**src/rtl/battery_level_estimator_macros.svh**
```systemverilog
// ----------------------------------------------------------------------------
// Battery level estimator assertion macros
// Concurrent checks clocked on clk and disabled while rst_n is low.
// ----------------------------------------------------------------------------
`ifndef BATTERY_LEVEL_ESTIMATOR_MACROS_SVH
`define BATTERY_LEVEL_ESTIMATOR_MACROS_SVH

`ifndef SYNTHESIS
`define BLE_ASSERT(lbl, prop, msg) \
    lbl: assert property (@(posedge clk) disable iff (!rst_n) (prop)) else $error(msg);
`define BLE_ASSERT_NEXT(lbl, pre, post, msg) \
    lbl: assert property (@(posedge clk) disable iff (!rst_n) (pre) |=> (post)) else $error(msg);
`else
`define BLE_ASSERT(lbl, prop, msg)
`define BLE_ASSERT_NEXT(lbl, pre, post, msg)
`endif

`endif

```
**src/rtl/ble_pkg.sv**
```systemverilog
// ----------------------------------------------------------------------------
// Battery level estimator package
// Widths, reset values, register codes and request/response types.
// ----------------------------------------------------------------------------
package ble_pkg;

    localparam int WINDOW_DEPTH = 8;
    localparam int SLOT_W       = (WINDOW_DEPTH > 1) ? $clog2(WINDOW_DEPTH) : 1;
    localparam int CNT_W        = $clog2(WINDOW_DEPTH + 1);

    localparam int PCT_W     = 7;
    localparam int PCT_FULL  = 100;
    localparam int MAX_TOTAL = PCT_FULL * WINDOW_DEPTH;
    localparam int TOTAL_W   = $clog2(MAX_TOTAL + 1);

    localparam int TIME_W  = 48;
    localparam int MV_W    = 16;
    localparam int CUR_W   = 16;
    localparam int THR_W   = 15;
    localparam int STEP_W  = 32;
    localparam int PORT_W  = 8;
    localparam int ACC_W   = STEP_W + CNT_W;

    localparam int CFG_W     = 32;
    localparam int CFG_IDX_W = 2;

    localparam int USB_BIT      = 2;
    localparam int WIRELESS_BIT = 3;

    // serial divider: quotient is known to stay below 2**QUO_W
    localparam int QUO_W      = PCT_W;
    localparam int QBIT_W     = $clog2(QUO_W);
    localparam int DIVISOR_W  = MV_W;
    localparam int DIVIDEND_W = MV_W + PCT_W;

    localparam logic [MV_W-1:0]   EMPTY_MV_RST  = MV_W'(3300);
    localparam logic [MV_W-1:0]   FULL_MV_RST   = MV_W'(4200);
    localparam logic [THR_W-1:0]  THRESHOLD_RST = THR_W'(5);
    localparam logic [STEP_W-1:0] STEP_US_RST   = STEP_W'(1000000);

    typedef enum logic [CFG_IDX_W-1:0] {
        CFG_EMPTY_MV  = 2'd0,
        CFG_FULL_MV   = 2'd1,
        CFG_THRESHOLD = 2'd2,
        CFG_STEP_US   = 2'd3
    } cfg_index_t;

    typedef struct packed {
        logic                  start;
        logic [DIVIDEND_W-1:0] dividend;
        logic [DIVISOR_W-1:0]  divisor;
    } div_req_t;

    typedef struct packed {
        logic             busy;
        logic             done;
        logic [QUO_W-1:0] quotient;
    } div_resp_t;

    typedef struct packed {
        logic              start;
        logic [TIME_W-1:0] now;
        logic [TIME_W-1:0] last;
        logic [STEP_W-1:0] step;
    } steps_req_t;

    typedef struct packed {
        logic             busy;
        logic             done;
        logic [CNT_W-1:0] count;
    } steps_resp_t;

    function automatic logic [SLOT_W-1:0] next_slot(input logic [SLOT_W-1:0] slot);
        logic [SLOT_W-1:0] res;
        if (slot == SLOT_W'(WINDOW_DEPTH - 1))
            res = '0;
        else
            res = slot + SLOT_W'(1);
        return res;
    endfunction

endpackage

```
**src/rtl/ble_if.sv**
```systemverilog
// ----------------------------------------------------------------------------
// Battery level estimator channels
// Poll channel into the block and status channel out of it.
// ----------------------------------------------------------------------------
interface ble_poll_if;
    logic                               valid;
    logic                               ready;
    logic [ble_pkg::TIME_W-1:0]         timestamp_us;
    logic                               voltage_valid;
    logic [ble_pkg::MV_W-1:0]           batt_mv;
    logic                               current_valid;
    logic signed [ble_pkg::CUR_W-1:0]   batt_ma;
    logic                               port_valid;
    logic [ble_pkg::PORT_W-1:0]         port_bits;

    modport source (
        output valid, timestamp_us, voltage_valid, batt_mv,
               current_valid, batt_ma, port_valid, port_bits,
        input  ready
    );
    modport sink (
        input  valid, timestamp_us, voltage_valid, batt_mv,
               current_valid, batt_ma, port_valid, port_bits,
        output ready
    );
endinterface

interface ble_status_if;
    logic                        valid;
    logic                        ready;
    logic [ble_pkg::PCT_W-1:0]   level_percent;
    logic                        level_available;
    logic                        is_charging;
    logic                        is_discharging;
    logic                        direction_available;
    logic                        external_power;
    logic                        external_power_known;

    modport source (
        output valid, level_percent, level_available, is_charging, is_discharging,
               direction_available, external_power, external_power_known,
        input  ready
    );
    modport sink (
        input  valid, level_percent, level_available, is_charging, is_discharging,
               direction_available, external_power, external_power_known,
        output ready
    );
endinterface

```
**src/rtl/ble_ram.sv**
```systemverilog
// ----------------------------------------------------------------------------
// Generic RAM
// One write port, one read port, read data registered.
// ----------------------------------------------------------------------------
module ble_ram #(
    parameter int WIDTH = 8,
    parameter int DEPTH = 8
) (
    input  logic                                         clk,
    input  logic                                         we,
    input  logic [((DEPTH > 1) ? $clog2(DEPTH) : 1)-1:0] waddr,
    input  logic [WIDTH-1:0]                             wdata,
    input  logic [((DEPTH > 1) ? $clog2(DEPTH) : 1)-1:0] raddr,
    output logic [WIDTH-1:0]                             rdata
);

    logic [WIDTH-1:0] mem [DEPTH];

    always_ff @(posedge clk)
    begin
        if (we)
        begin
            mem[waddr] <= wdata;
        end
        rdata <= mem[raddr];
    end

endmodule

```
**src/rtl/ble_div.sv**
```systemverilog
// ----------------------------------------------------------------------------
// Serial divider
// Restoring division, one quotient bit per cycle, for quotients below 2**QUO_W.
// ----------------------------------------------------------------------------
module ble_div (
    input  logic               clk,
    input  logic               rst_n,
    input  ble_pkg::div_req_t  req,
    output ble_pkg::div_resp_t resp
);

    logic                           busy_reg, busy_next;
    logic                           done_reg, done_next;
    logic [ble_pkg::DIVIDEND_W-1:0] rem_reg, rem_next;
    logic [ble_pkg::DIVISOR_W-1:0]  den_reg, den_next;
    logic [ble_pkg::QUO_W-1:0]      quo_reg, quo_next;
    logic [ble_pkg::QBIT_W-1:0]     bit_reg, bit_next;
    logic [ble_pkg::DIVIDEND_W-1:0] trial;

    assign trial = ble_pkg::DIVIDEND_W'(den_reg) << bit_reg;

    always_comb
    begin
        busy_next = busy_reg;
        done_next = 1'b0;
        rem_next  = rem_reg;
        den_next  = den_reg;
        quo_next  = quo_reg;
        bit_next  = bit_reg;
        if (req.start)
        begin
            busy_next = 1'b1;
            rem_next  = req.dividend;
            den_next  = req.divisor;
            quo_next  = '0;
            bit_next  = ble_pkg::QBIT_W'(ble_pkg::QUO_W - 1);
        end
        else if (busy_reg)
        begin
            if (rem_reg >= trial)
            begin
                rem_next = rem_reg - trial;
                quo_next = quo_reg | (ble_pkg::QUO_W'(1) << bit_reg);
            end
            if (bit_reg == '0)
            begin
                busy_next = 1'b0;
                done_next = 1'b1;
            end
            else
            begin
                bit_next = bit_reg - ble_pkg::QBIT_W'(1);
            end
        end
    end

    always_ff @(posedge clk or negedge rst_n)
    begin
        if (!rst_n)
        begin
            busy_reg <= 1'b0;
            done_reg <= 1'b0;
        end
        else
        begin
            busy_reg <= busy_next;
            done_reg <= done_next;
        end
    end

    always_ff @(posedge clk)
    begin
        rem_reg <= rem_next;
        den_reg <= den_next;
        quo_reg <= quo_next;
        bit_reg <= bit_next;
    end

    assign resp.busy     = busy_reg;
    assign resp.done     = done_reg;
    assign resp.quotient = quo_reg;

endmodule

```
**src/rtl/ble_steps.sv**
```systemverilog
// ----------------------------------------------------------------------------
// Elapsed step counter
// Counts whole step intervals since the last update, one add and compare a
// cycle, clamped to the window depth and never below one.
// ----------------------------------------------------------------------------
module ble_steps (
    input  logic                 clk,
    input  logic                 rst_n,
    input  ble_pkg::steps_req_t  req,
    output ble_pkg::steps_resp_t resp
);

    localparam int CMP_W = ble_pkg::TIME_W + 1;

    logic                       busy_reg, busy_next;
    logic                       done_reg, done_next;
    logic [CMP_W-1:0]           delta_reg, delta_next;
    logic [ble_pkg::ACC_W-1:0]  acc_reg, acc_next;
    logic [ble_pkg::STEP_W-1:0] inc_reg, inc_next;
    logic [ble_pkg::CNT_W-1:0]  cnt_reg, cnt_next;
    logic [ble_pkg::STEP_W-1:0] step_nz;
    logic                       stop;

    // a zero interval counts as one microsecond
    assign step_nz = (req.step == '0) ? ble_pkg::STEP_W'(1) : req.step;

    // time going backwards leaves the borrow bit set: one step
    assign stop = delta_reg[ble_pkg::TIME_W]
               || (CMP_W'(acc_reg) > delta_reg)
               || (cnt_reg == ble_pkg::CNT_W'(ble_pkg::WINDOW_DEPTH));

    always_comb
    begin
        busy_next  = busy_reg;
        done_next  = 1'b0;
        delta_next = delta_reg;
        acc_next   = acc_reg;
        inc_next   = inc_reg;
        cnt_next   = cnt_reg;
        if (req.start)
        begin
            busy_next  = 1'b1;
            delta_next = {1'b0, req.now} - {1'b0, req.last};
            acc_next   = ble_pkg::ACC_W'(step_nz);
            inc_next   = step_nz;
            cnt_next   = '0;
        end
        else if (busy_reg)
        begin
            if (stop)
            begin
                busy_next = 1'b0;
                done_next = 1'b1;
                if (cnt_reg == '0)
                begin
                    cnt_next = ble_pkg::CNT_W'(1);
                end
            end
            else
            begin
                cnt_next = cnt_reg + ble_pkg::CNT_W'(1);
                acc_next = acc_reg + ble_pkg::ACC_W'(inc_reg);
            end
        end
    end

    always_ff @(posedge clk or negedge rst_n)
    begin
        if (!rst_n)
        begin
            busy_reg <= 1'b0;
            done_reg <= 1'b0;
        end
        else
        begin
            busy_reg <= busy_next;
            done_reg <= done_next;
        end
    end

    always_ff @(posedge clk)
    begin
        delta_reg <= delta_next;
        acc_reg   <= acc_next;
        inc_reg   <= inc_next;
        cnt_reg   <= cnt_next;
    end

    assign resp.busy  = busy_reg;
    assign resp.done  = done_reg;
    assign resp.count = cnt_reg;

endmodule

```
**src/rtl/battery_level_estimator.sv**
```systemverilog
// ----------------------------------------------------------------------------
// Battery level estimator
// One poll item in, one status item out, one poll at a time. A poll without
// voltage goes straight to its status item. The first voltage poll runs the
// percent division when the voltage lies between empty and full, then writes
// every window slot; later ones run the division, the step count and, per
// counted step, a slot RAM read-modify-write (S_RD, then S_WR). The next poll
// is taken in the cycle the status item appears, unless an unread status item
// holds the block in S_DONE. Reset is asynchronous, active low, and clears all
// control state; the window RAM needs no clearing pass.
// ----------------------------------------------------------------------------
`include "battery_level_estimator_macros.svh"

module battery_level_estimator (
    input  logic                              clk,
    input  logic                              rst_n,
    input  logic                              cfg_we,
    input  logic [ble_pkg::CFG_IDX_W-1:0]     cfg_index,
    input  logic [ble_pkg::CFG_W-1:0]         cfg_data,
    ble_poll_if.sink                          poll,
    ble_status_if.source                      status
);

    typedef enum logic [3:0] {
        S_IDLE,
        S_PCT,
        S_DIVP_GO,
        S_DIVP_WAIT,
        S_AVG,
        S_FILL,
        S_STEPS_WAIT,
        S_RD,
        S_WR,
        S_MEAN,
        S_DONE
    } state_t;

    // ------------------------------------------------------------------
    // Configuration registers
    // ------------------------------------------------------------------
    logic [ble_pkg::MV_W-1:0]   empty_mv_reg;
    logic [ble_pkg::MV_W-1:0]   full_mv_reg;
    logic [ble_pkg::THR_W-1:0]  thr_reg;
    logic [ble_pkg::STEP_W-1:0] step_us_reg;

    always_ff @(posedge clk or negedge rst_n)
    begin
        if (!rst_n)
        begin
            empty_mv_reg <= ble_pkg::EMPTY_MV_RST;
            full_mv_reg  <= ble_pkg::FULL_MV_RST;
            thr_reg      <= ble_pkg::THRESHOLD_RST;
            step_us_reg  <= ble_pkg::STEP_US_RST;
        end
        else if (cfg_we)
        begin
            case (ble_pkg::cfg_index_t'(cfg_index))
                ble_pkg::CFG_EMPTY_MV:  empty_mv_reg <= cfg_data[ble_pkg::MV_W-1:0];
                ble_pkg::CFG_FULL_MV:   full_mv_reg  <= cfg_data[ble_pkg::MV_W-1:0];
                ble_pkg::CFG_THRESHOLD: thr_reg      <= cfg_data[ble_pkg::THR_W-1:0];
                ble_pkg::CFG_STEP_US:   step_us_reg  <= cfg_data[ble_pkg::STEP_W-1:0];
                default: ;
            endcase
        end
    end

    // ------------------------------------------------------------------
    // State, held item fields and status flags
    // ------------------------------------------------------------------
    state_t                           state_reg, state_next;
    logic [ble_pkg::TIME_W-1:0]       now_reg, now_next;
    logic                             vvalid_reg, vvalid_next;
    logic [ble_pkg::MV_W-1:0]         mv_reg, mv_next;
    logic [ble_pkg::PCT_W-1:0]        pct_reg, pct_next;
    logic [ble_pkg::DIVIDEND_W-1:0]   num_reg, num_next;
    logic [ble_pkg::CNT_W-1:0]        step_cnt_reg, step_cnt_next;

    logic [ble_pkg::TOTAL_W-1:0]      total_reg, total_next;
    logic [ble_pkg::SLOT_W-1:0]       slot_reg, slot_next;
    logic [ble_pkg::TIME_W-1:0]       last_reg, last_next;
    logic                             primed_reg, primed_next;
    logic [ble_pkg::PCT_W-1:0]        held_reg, held_next;
    logic                             lvl_seen_reg, lvl_seen_next;
    logic                             chg_reg, chg_next;
    logic                             dis_reg, dis_next;
    logic                             dir_seen_reg, dir_seen_next;
    logic                             pwr_reg, pwr_next;
    logic                             pwr_seen_reg, pwr_seen_next;

    // registered status item
    logic                             out_valid_reg, out_valid_next;
    logic [ble_pkg::PCT_W-1:0]        out_pct_reg, out_pct_next;
    logic                             out_lvl_reg, out_lvl_next;
    logic                             out_chg_reg, out_chg_next;
    logic                             out_dis_reg, out_dis_next;
    logic                             out_dir_reg, out_dir_next;
    logic                             out_pwr_reg, out_pwr_next;
    logic                             out_pwk_reg, out_pwk_next;

    // ------------------------------------------------------------------
    // Shared units and window RAM
    // ------------------------------------------------------------------
    ble_pkg::div_req_t     div_req;
    ble_pkg::div_resp_t    div_resp;
    ble_pkg::steps_req_t   steps_req;
    ble_pkg::steps_resp_t  steps_resp;

    logic                       ram_we;
    logic [ble_pkg::PCT_W-1:0]  ram_rdata;

    ble_div u_div (
        .clk   (clk),
        .rst_n (rst_n),
        .req   (div_req),
        .resp  (div_resp)
    );

    ble_steps u_steps (
        .clk   (clk),
        .rst_n (rst_n),
        .req   (steps_req),
        .resp  (steps_resp)
    );

    // the window slots; read port always points at the current slot so the
    // old value is registered out in the cycle after the slot settles
    ble_ram #(
        .WIDTH (ble_pkg::PCT_W),
        .DEPTH (ble_pkg::WINDOW_DEPTH)
    ) u_window (
        .clk   (clk),
        .we    (ram_we),
        .waddr (slot_reg),
        .wdata (pct_reg),
        .raddr (slot_reg),
        .rdata (ram_rdata)
    );

    assign ram_we = (state_reg == S_FILL) || (state_reg == S_WR);

    // percent division, started in S_DIVP_GO
    always_comb
    begin
        div_req.start    = (state_reg == S_DIVP_GO);
        div_req.dividend = num_reg;
        div_req.divisor  = full_mv_reg - empty_mv_reg;
    end

    assign steps_req.start = (state_reg == S_AVG) && primed_reg;
    assign steps_req.now   = now_reg;
    assign steps_req.last  = last_reg;
    assign steps_req.step  = step_us_reg;

    // ------------------------------------------------------------------
    // Immediate classification of current and port bits at accept
    // ------------------------------------------------------------------
    logic                            accept;
    logic signed [ble_pkg::CUR_W:0]  cur_ext;
    logic signed [ble_pkg::CUR_W:0]  thr_pos;
    logic [ble_pkg::MV_W-1:0]        span;
    logic [ble_pkg::MV_W-1:0]        over_empty;

    assign accept     = poll.valid && poll.ready;
    assign cur_ext    = {poll.batt_ma[ble_pkg::CUR_W-1], poll.batt_ma};
    assign thr_pos    = $signed({2'b00, thr_reg});
    assign span       = full_mv_reg - empty_mv_reg;
    assign over_empty = mv_reg - empty_mv_reg;

    assign poll.ready = (state_reg == S_IDLE);

    // ------------------------------------------------------------------
    // Sequencer
    // ------------------------------------------------------------------
    always_comb
    begin
        state_next     = state_reg;
        now_next       = now_reg;
        vvalid_next    = vvalid_reg;
        mv_next        = mv_reg;
        pct_next       = pct_reg;
        num_next       = num_reg;
        step_cnt_next  = step_cnt_reg;
        total_next     = total_reg;
        slot_next      = slot_reg;
        last_next      = last_reg;
        primed_next    = primed_reg;
        held_next      = held_reg;
        lvl_seen_next  = lvl_seen_reg;
        chg_next       = chg_reg;
        dis_next       = dis_reg;
        dir_seen_next  = dir_seen_reg;
        pwr_next       = pwr_reg;
        pwr_seen_next  = pwr_seen_reg;
        out_valid_next = out_valid_reg && !status.ready;
        out_pct_next   = out_pct_reg;
        out_lvl_next   = out_lvl_reg;
        out_chg_next   = out_chg_reg;
        out_dis_next   = out_dis_reg;
        out_dir_next   = out_dir_reg;
        out_pwr_next   = out_pwr_reg;
        out_pwk_next   = out_pwk_reg;

        case (state_reg)
            S_IDLE:
            begin
                if (accept)
                begin
                    now_next    = poll.timestamp_us;
                    vvalid_next = poll.voltage_valid;
                    mv_next     = poll.batt_mv;
                    // port and current flags settle now; the voltage path runs on
                    if (poll.port_valid)
                    begin
                        pwr_next      = poll.port_bits[ble_pkg::USB_BIT]
                                     || poll.port_bits[ble_pkg::WIRELESS_BIT];
                        pwr_seen_next = 1'b1;
                    end
                    if (poll.current_valid)
                    begin
                        chg_next      = cur_ext > thr_pos;
                        dis_next      = cur_ext < -thr_pos;
                        dir_seen_next = 1'b1;
                    end
                    state_next = S_PCT;
                end
            end

            S_PCT:
            begin
                if (!vvalid_reg)
                begin
                    state_next = S_DONE;
                end
                else if (mv_reg <= empty_mv_reg)
                begin
                    pct_next   = '0;
                    state_next = S_AVG;
                end
                else if (mv_reg >= full_mv_reg)
                begin
                    pct_next   = ble_pkg::PCT_W'(ble_pkg::PCT_FULL);
                    state_next = S_AVG;
                end
                else
                begin
                    // rounded (mv - empty) * 100 / span
                    num_next   = ble_pkg::DIVIDEND_W'(over_empty)
                               * ble_pkg::DIVIDEND_W'(ble_pkg::PCT_FULL)
                               + ble_pkg::DIVIDEND_W'(span >> 1);
                    state_next = S_DIVP_GO;
                end
            end

            S_DIVP_GO:
            begin
                state_next = S_DIVP_WAIT;
            end

            S_DIVP_WAIT:
            begin
                if (div_resp.done)
                begin
                    pct_next   = div_resp.quotient;
                    state_next = S_AVG;
                end
            end

            S_AVG:
            begin
                if (!primed_reg)
                begin
                    // first sample: write every slot
                    step_cnt_next = ble_pkg::CNT_W'(ble_pkg::WINDOW_DEPTH);
                    state_next    = S_FILL;
                end
                else
                begin
                    last_next  = now_reg;
                    state_next = S_STEPS_WAIT;
                end
            end

            S_FILL:
            begin
                slot_next     = ble_pkg::next_slot(slot_reg);
                step_cnt_next = step_cnt_reg - ble_pkg::CNT_W'(1);
                if (step_cnt_reg == ble_pkg::CNT_W'(1))
                begin
                    total_next    = ble_pkg::TOTAL_W'(pct_reg)
                                  * ble_pkg::TOTAL_W'(ble_pkg::WINDOW_DEPTH);
                    slot_next     = '0;
                    last_next     = now_reg;
                    primed_next   = 1'b1;
                    held_next     = pct_reg;
                    lvl_seen_next = 1'b1;
                    state_next    = S_DONE;
                end
            end

            S_STEPS_WAIT:
            begin
                if (steps_resp.done)
                begin
                    step_cnt_next = steps_resp.count;
                    state_next    = S_RD;
                end
            end

            S_RD:
            begin
                // RAM is reading the current slot; data is there next cycle
                state_next = S_WR;
            end

            S_WR:
            begin
                total_next    = total_reg - ble_pkg::TOTAL_W'(ram_rdata)
                              + ble_pkg::TOTAL_W'(pct_reg);
                slot_next     = ble_pkg::next_slot(slot_reg);
                step_cnt_next = step_cnt_reg - ble_pkg::CNT_W'(1);
                if (step_cnt_reg == ble_pkg::CNT_W'(1))
                    state_next = S_MEAN;
                else
                    state_next = S_RD;
            end

            S_MEAN:
            begin
                // rounded mean; the depth is a power of two, so this is a shift
                held_next     = ble_pkg::PCT_W'(
                                    (total_reg
                                     + ble_pkg::TOTAL_W'(ble_pkg::WINDOW_DEPTH / 2))
                                    / ble_pkg::TOTAL_W'(ble_pkg::WINDOW_DEPTH));
                lvl_seen_next = 1'b1;
                state_next    = S_DONE;
            end

            S_DONE:
            begin
                // load the status item once the output register is free
                if (!out_valid_reg || status.ready)
                begin
                    out_valid_next = 1'b1;
                    out_pct_next   = held_reg;
                    out_lvl_next   = lvl_seen_reg;
                    out_chg_next   = chg_reg;
                    out_dis_next   = dis_reg;
                    out_dir_next   = dir_seen_reg;
                    out_pwr_next   = pwr_reg;
                    out_pwk_next   = pwr_seen_reg;
                    state_next     = S_IDLE;
                end
            end

            default:
            begin
                state_next = S_IDLE;
            end
        endcase
    end

    always_ff @(posedge clk or negedge rst_n)
    begin
        if (!rst_n)
        begin
            state_reg     <= S_IDLE;
            now_reg       <= '0;
            vvalid_reg    <= 1'b0;
            mv_reg        <= '0;
            pct_reg       <= '0;
            num_reg       <= '0;
            step_cnt_reg  <= '0;
            total_reg     <= '0;
            slot_reg      <= '0;
            last_reg      <= '0;
            primed_reg    <= 1'b0;
            held_reg      <= '0;
            lvl_seen_reg  <= 1'b0;
            chg_reg       <= 1'b0;
            dis_reg       <= 1'b0;
            dir_seen_reg  <= 1'b0;
            pwr_reg       <= 1'b0;
            pwr_seen_reg  <= 1'b0;
            out_valid_reg <= 1'b0;
            out_pct_reg   <= '0;
            out_lvl_reg   <= 1'b0;
            out_chg_reg   <= 1'b0;
            out_dis_reg   <= 1'b0;
            out_dir_reg   <= 1'b0;
            out_pwr_reg   <= 1'b0;
            out_pwk_reg   <= 1'b0;
        end
        else
        begin
            state_reg     <= state_next;
            now_reg       <= now_next;
            vvalid_reg    <= vvalid_next;
            mv_reg        <= mv_next;
            pct_reg       <= pct_next;
            num_reg       <= num_next;
            step_cnt_reg  <= step_cnt_next;
            total_reg     <= total_next;
            slot_reg      <= slot_next;
            last_reg      <= last_next;
            primed_reg    <= primed_next;
            held_reg      <= held_next;
            lvl_seen_reg  <= lvl_seen_next;
            chg_reg       <= chg_next;
            dis_reg       <= dis_next;
            dir_seen_reg  <= dir_seen_next;
            pwr_reg       <= pwr_next;
            pwr_seen_reg  <= pwr_seen_next;
            out_valid_reg <= out_valid_next;
            out_pct_reg   <= out_pct_next;
            out_lvl_reg   <= out_lvl_next;
            out_chg_reg   <= out_chg_next;
            out_dis_reg   <= out_dis_next;
            out_dir_reg   <= out_dir_next;
            out_pwr_reg   <= out_pwr_next;
            out_pwk_reg   <= out_pwk_next;
        end
    end

    assign status.valid                = out_valid_reg;
    assign status.level_percent        = out_pct_reg;
    assign status.level_available      = out_lvl_reg;
    assign status.is_charging          = out_chg_reg;
    assign status.is_discharging       = out_dis_reg;
    assign status.direction_available  = out_dir_reg;
    assign status.external_power       = out_pwr_reg;
    assign status.external_power_known = out_pwk_reg;

    // ------------------------------------------------------------------
    // Checks
    // ------------------------------------------------------------------
    `BLE_ASSERT(a_ram_we_state, ram_we |-> (state_reg == S_FILL || state_reg == S_WR), "window write outside fill or update")
    `BLE_ASSERT(a_total_bound, total_reg <= ble_pkg::TOTAL_W'(ble_pkg::MAX_TOTAL), "window total out of range")
    `BLE_ASSERT(a_wr_count, (state_reg == S_WR) |-> (step_cnt_reg != '0), "slot update with no steps left")
    `BLE_ASSERT(a_div_idle, div_req.start |-> !div_resp.busy, "divider started while busy")
    `BLE_ASSERT_NEXT(a_accept_hold, poll.valid && poll.ready, !poll.ready, "second item taken while busy")

endmodule
```
**src/flat_wrapper.sv**
```systemverilog
// flat-port wrapper written by rule: the top's interface ports become plain ports
module battery_level_estimator_flat 
  (clk, rst_n, cfg_we, cfg_index, cfg_data, poll_valid, poll_timestamp_us, poll_voltage_valid, poll_batt_mv, poll_current_valid, poll_batt_ma, poll_port_valid, poll_port_bits, poll_ready, status_valid, status_level_percent, status_level_available, status_is_charging, status_is_discharging, status_direction_available, status_external_power, status_external_power_known, status_ready);
  ble_poll_if poll_i ();
  ble_status_if status_i ();
  input  logic clk;
  input  logic rst_n;
  input  logic cfg_we;
  input  logic [ble_pkg::CFG_IDX_W-1:0] cfg_index;
  input  logic [ble_pkg::CFG_W-1:0] cfg_data;
  input wire logic [$bits(poll_i.valid)-1:0] poll_valid;
  input wire logic [$bits(poll_i.timestamp_us)-1:0] poll_timestamp_us;
  input wire logic [$bits(poll_i.voltage_valid)-1:0] poll_voltage_valid;
  input wire logic [$bits(poll_i.batt_mv)-1:0] poll_batt_mv;
  input wire logic [$bits(poll_i.current_valid)-1:0] poll_current_valid;
  input wire logic [$bits(poll_i.batt_ma)-1:0] poll_batt_ma;
  input wire logic [$bits(poll_i.port_valid)-1:0] poll_port_valid;
  input wire logic [$bits(poll_i.port_bits)-1:0] poll_port_bits;
  output wire logic [$bits(poll_i.ready)-1:0] poll_ready;
  output wire logic [$bits(status_i.valid)-1:0] status_valid;
  output wire logic [$bits(status_i.level_percent)-1:0] status_level_percent;
  output wire logic [$bits(status_i.level_available)-1:0] status_level_available;
  output wire logic [$bits(status_i.is_charging)-1:0] status_is_charging;
  output wire logic [$bits(status_i.is_discharging)-1:0] status_is_discharging;
  output wire logic [$bits(status_i.direction_available)-1:0] status_direction_available;
  output wire logic [$bits(status_i.external_power)-1:0] status_external_power;
  output wire logic [$bits(status_i.external_power_known)-1:0] status_external_power_known;
  input wire logic [$bits(status_i.ready)-1:0] status_ready;
  assign poll_i.valid = poll_valid;
  assign poll_i.timestamp_us = poll_timestamp_us;
  assign poll_i.voltage_valid = poll_voltage_valid;
  assign poll_i.batt_mv = poll_batt_mv;
  assign poll_i.current_valid = poll_current_valid;
  assign poll_i.batt_ma = poll_batt_ma;
  assign poll_i.port_valid = poll_port_valid;
  assign poll_i.port_bits = poll_port_bits;
  assign poll_ready = poll_i.ready;
  assign status_valid = status_i.valid;
  assign status_level_percent = status_i.level_percent;
  assign status_level_available = status_i.level_available;
  assign status_is_charging = status_i.is_charging;
  assign status_is_discharging = status_i.is_discharging;
  assign status_direction_available = status_i.direction_available;
  assign status_external_power = status_i.external_power;
  assign status_external_power_known = status_i.external_power_known;
  assign status_i.ready = status_ready;
  battery_level_estimator u_core (.clk(clk), .rst_n(rst_n), .cfg_we(cfg_we), .cfg_index(cfg_index), .cfg_data(cfg_data), .poll(poll_i), .status(status_i));
endmodule
```
**config.mk**
```make
export PLATFORM = sky130hd
export DESIGN_NAME = battery_level_estimator_flat
export DESIGN_NICKNAME = d
export VERILOG_FILES = /design/src/rtl/ble_pkg.sv /design/src/rtl/ble_if.sv /design/src/rtl/ble_ram.sv /design/src/rtl/ble_div.sv /design/src/rtl/ble_steps.sv /design/src/rtl/battery_level_estimator.sv /design/src/flat_wrapper.sv
export VERILOG_INCLUDE_DIRS = /design/src /design/src/rtl
export SDC_FILE = /design/constraint.sdc
export NUM_CORES = 1
export LEC_CHECK = 0
export BUFFER_PORTS_ARGS = -buffer_cell sky130_fd_sc_hd__buf_2
export CORE_MARGIN = 4
export CORE_UTILIZATION = 55
export CTS_CLUSTER_DIAMETER = 50
export DETAILED_ROUTE_END_ITERATION = 12
export PLACE_DENSITY_LB_ADDON = 0.05
export RECOVER_POWER = 50
export REMOVE_ABC_BUFFERS = 1
export SLEW_MARGIN = 0
export SYNTH_ARGS = -nofsm -noshare
export SYNTH_HDL_FRONTEND = slang
export SYNTH_SLANG_ARGS = --single-unit
export TNS_END_PERCENT = 100
```
**constraint.sdc**
```tcl
create_clock -name clk -period 6.5 [get_ports clk]
set_input_delay 0.65 -clock clk [delete_from_list [all_inputs] [get_ports clk]]
set_output_delay 0.65 -clock clk [all_outputs]
set_load 0.03 [all_outputs]
```
==> impl_metrics.py <==
metrics = {
    "run_status": {
        "status": "complete, but fails checks",
        "failed_checks": "capacitance limit, slew limit",
    },
    "worst_hold_path": {
        "min_path_type": "in -> reg",
    },
    "die": {
        "dieArea_sq_mm": 0.0608,
        "core-area_sq_mm": 0.0564,
        "die_h_microns": 247,
        "fp-row-count": 87,
        "initial_core_util": 0.555,
        "ios": 145,
        "die_w_microns": 247,
    },
    "sta": {
        "fmaxAchievable_mhz": 166,
        "slew_headroom": -1.79,
        "finalSetupViolCount": 0,
        "tightest_slew_ns": 4.18,
        "final_hold_viol_count": 0,
        "finClkSkew_ns": 0.0177,
        "timing.final.max_slew_violations": 164,
        "fin_crit_sh": 0.928,
        "layout_min_cycle_time_ns": 6.03,
    },
    "route": {
        "wl_per_cell_microns": 17.6,
        "dr_total_vias": 22216,
        "drtIter0Drc": 1023,
        "drtPass1Iterations": 5,
        "ant_nets": 0,
        "wirelength_microns": 69200,
        "drc": 0,
        "via_per_inst": 5.66,
    },
    "clock_tree": {
        "clockRootBuffer": "clkbuf_16",
        "clk_pin_slew_ns": 0.06,
        "cts_buffer_depth": 3,
        "cts_sinks": 508,
        "cts_buffers": 61,
        "cts_max_level": 2,
        "cts_tree": "yes",
        "clk_latency_ns": 0.62,
    },
    "critical_path": {
        "cp.arrival_ns": 6.52,
        "crit_type": "reg -> reg",
        "cpPeakStageDelay_ns": 0.53,
        "worst_setup_path_start_kind": "flop",
        "cp_max_fo": 4,
        "regToRegSetupSlack_ns": 0.47,
        "cp.required_ns": 6.98,
        "critPathSlowestCell": "fa_1",
        "endpoint_kind": "flop",
    },
    "place": {
        "post-dp-hpwl_microns": 51800,
        "gp_congestion": 0.895,
        "placed_cells": 3804,
        "io_buffer_count": 138,
    },
    "grt": {
        "grt_max_degree": 149,
        "gr-usage-all-layers": 0.228,
        "grt_antenna_before_repair": 5,
        "grt_overflow": 0,
        "grt_pass1_vias": 22398,
        "grt_pass1_wl_microns": 113000,
    },
    "logic_synthesis": {
        "async_flop_share": 0.541,
        "yosysMostFrequentCell": "ha_1",
        "synth_top_cell_by_area": "dfrtp_1",
        "synth_cells": 2992,
        "syn_area_sq_mm": 0.0313,
        "syn_area_per_cell_sq_um": 10.5,
        "yosysSeqAreaShare": 0.436,
        "yosysWarnings": 0,
        "synth_edf_count": 208,
        "synth.ff_latch_count": 508,
        "synth_top_area_frac": 0.205,
        "synth.area.top_cells": "dfrtp_1 20%, edfxtp_1 20%, ha_1 12%",
        "ys_types": 82,
        "synthTopCellsByCount": "307 x ha_1, 287 x inv_1, 256 x dfrtp_1",
        "synth_flop_cell": "dfrtp_1",
    },
    "finish": {
        "largest_reg_flops": 56,
        "nets": 3573,
        "drive_above_1_share": 0.157,
        "syn2layout_area_growth_pct": 11.3,
        "instances_no_fill": 3924,
    },
    "job": {
        "maxCapViolCount": 4,
    },
}
-- timing repair --
item | 4_1_cts | 5_1_grt
gates resized for setup | 0 | 7
hold buffers | 1 | 0
setup endpoints to repair | 0 | 3
setup buffers | 0 | 1
hold endpoints to repair | 11 | 0
-- final cells by class --
class | instances | area, sq um
clock inverters | 29 | 320
clock buffers | 87 | 1770
inverters | 289 | 1090
well taps | 756 | 946
multi-input cells | 2090 | 16200
flip-flops and latches | 508 | 13700
fillers | 4742 | 21600
repair buffers | 163 | 855
diodes | 2 | 5.00
-- layer usage --
layer,vias up,global-route usage,share of wire
li1,10942,-,-
met1,10687,0.311,0.46
met2,460,0.382,0.47
met3,125,0.0332,0.045
met4,2,0.0662,0.026
met5,-,0,0.00019
-- cell families after synthesis --
kind of cell,Yosys count,share of synthesized area
flip-flops,508,0.436
buffers and inverters,394,0.0477
adder cells (fa/ha/maj),330,0.137
AND/OR/NAND/NOR,669,0.102
XOR/XNOR,174,0.0487
multiplexers,238,0.0903
AO/OA/AOI/OAI,679,0.137
-- critical path, delay by kind of cell (launching register included) --
kind | cells | cell delay, ns
adders and majority gates | 5 | 1.67
buffers and inverters | 5 | 0.50
xor gates and xnor gates | 1 | 0.15
AOI/OAI and AO/OA | 11 | 2.31
and+or+nand+nor | 4 | 0.88
DFF | 1 | 0.39
-- cell usage in the layout, fill, tap and decap left out, types with 43 or more instances in the layout --
cell / Yosys / routed
ha_1: 307 / 307
inv_1: 287 / 287
o21ai_0: 170 / 169
a21oi_1: 186 / 183
dfrtp_1: 256 / 256
nor2_1: 175 / 174
a21o_1: 99 / 99
mux2_2: 196 / 195
xnor2_1: 121 / 121
edfxtp_1: 208 / 208
nand3_1: 47 / 47
buf_2: 2 / 121
nor3_1: 48 / 48
clkbuf_16: 0 / 65
nand2b_1: 43 / 43
xor2_1: 53 / 53
nand2_1: 195 / 195
-- stage by stage --
step	setup slack (ns)	area, sq um	setup TNS, ns	hold slack, ns	utilization
2_1_floorplan	-0.764	30900	-36.28	0.354	-
3_3_place_gp	0.368	32700	0	0.437	0.581
3_5_place_dp	0.296	32700	0	0.440	0.581
4_1_cts	0.253	34800	0	0.202	0.618
5_1_grt	-0.00370	34800	-0.00370	0.215	0.617
6_report	0.468	34800	0	0.239	0.617
-- final timing paths --
check,from,to,cells past startpoint
max in group asynchronous,rst_n,u_core.status.is_charging$_DFFE_PN0P_,3
min reg2reg,u_core.u_div.quo_reg[5]$_SDFFE_PP0P_,u_core.u_div.quo_reg[5]$_SDFFE_PP0P_,2
max,u_core.empty_mv_reg[1]$_DFFE_PN0P_,u_core.num_reg[22]$_DFFE_PN0P_,26
min in group asynchronous,rst_n,u_core.total_reg[1]$_DFFE_PN0P_,2
min,poll_timestamp_us[0],u_core.now_reg[0]$_DFFE_PN0P_,3
max reg2reg,u_core.empty_mv_reg[1]$_DFFE_PN0P_,u_core.num_reg[22]$_DFFE_PN0P_,26
Power is left out: the tool's default activity adds up to more than one toggle a clock period on the data nets, which glitch-free logic cannot reach.
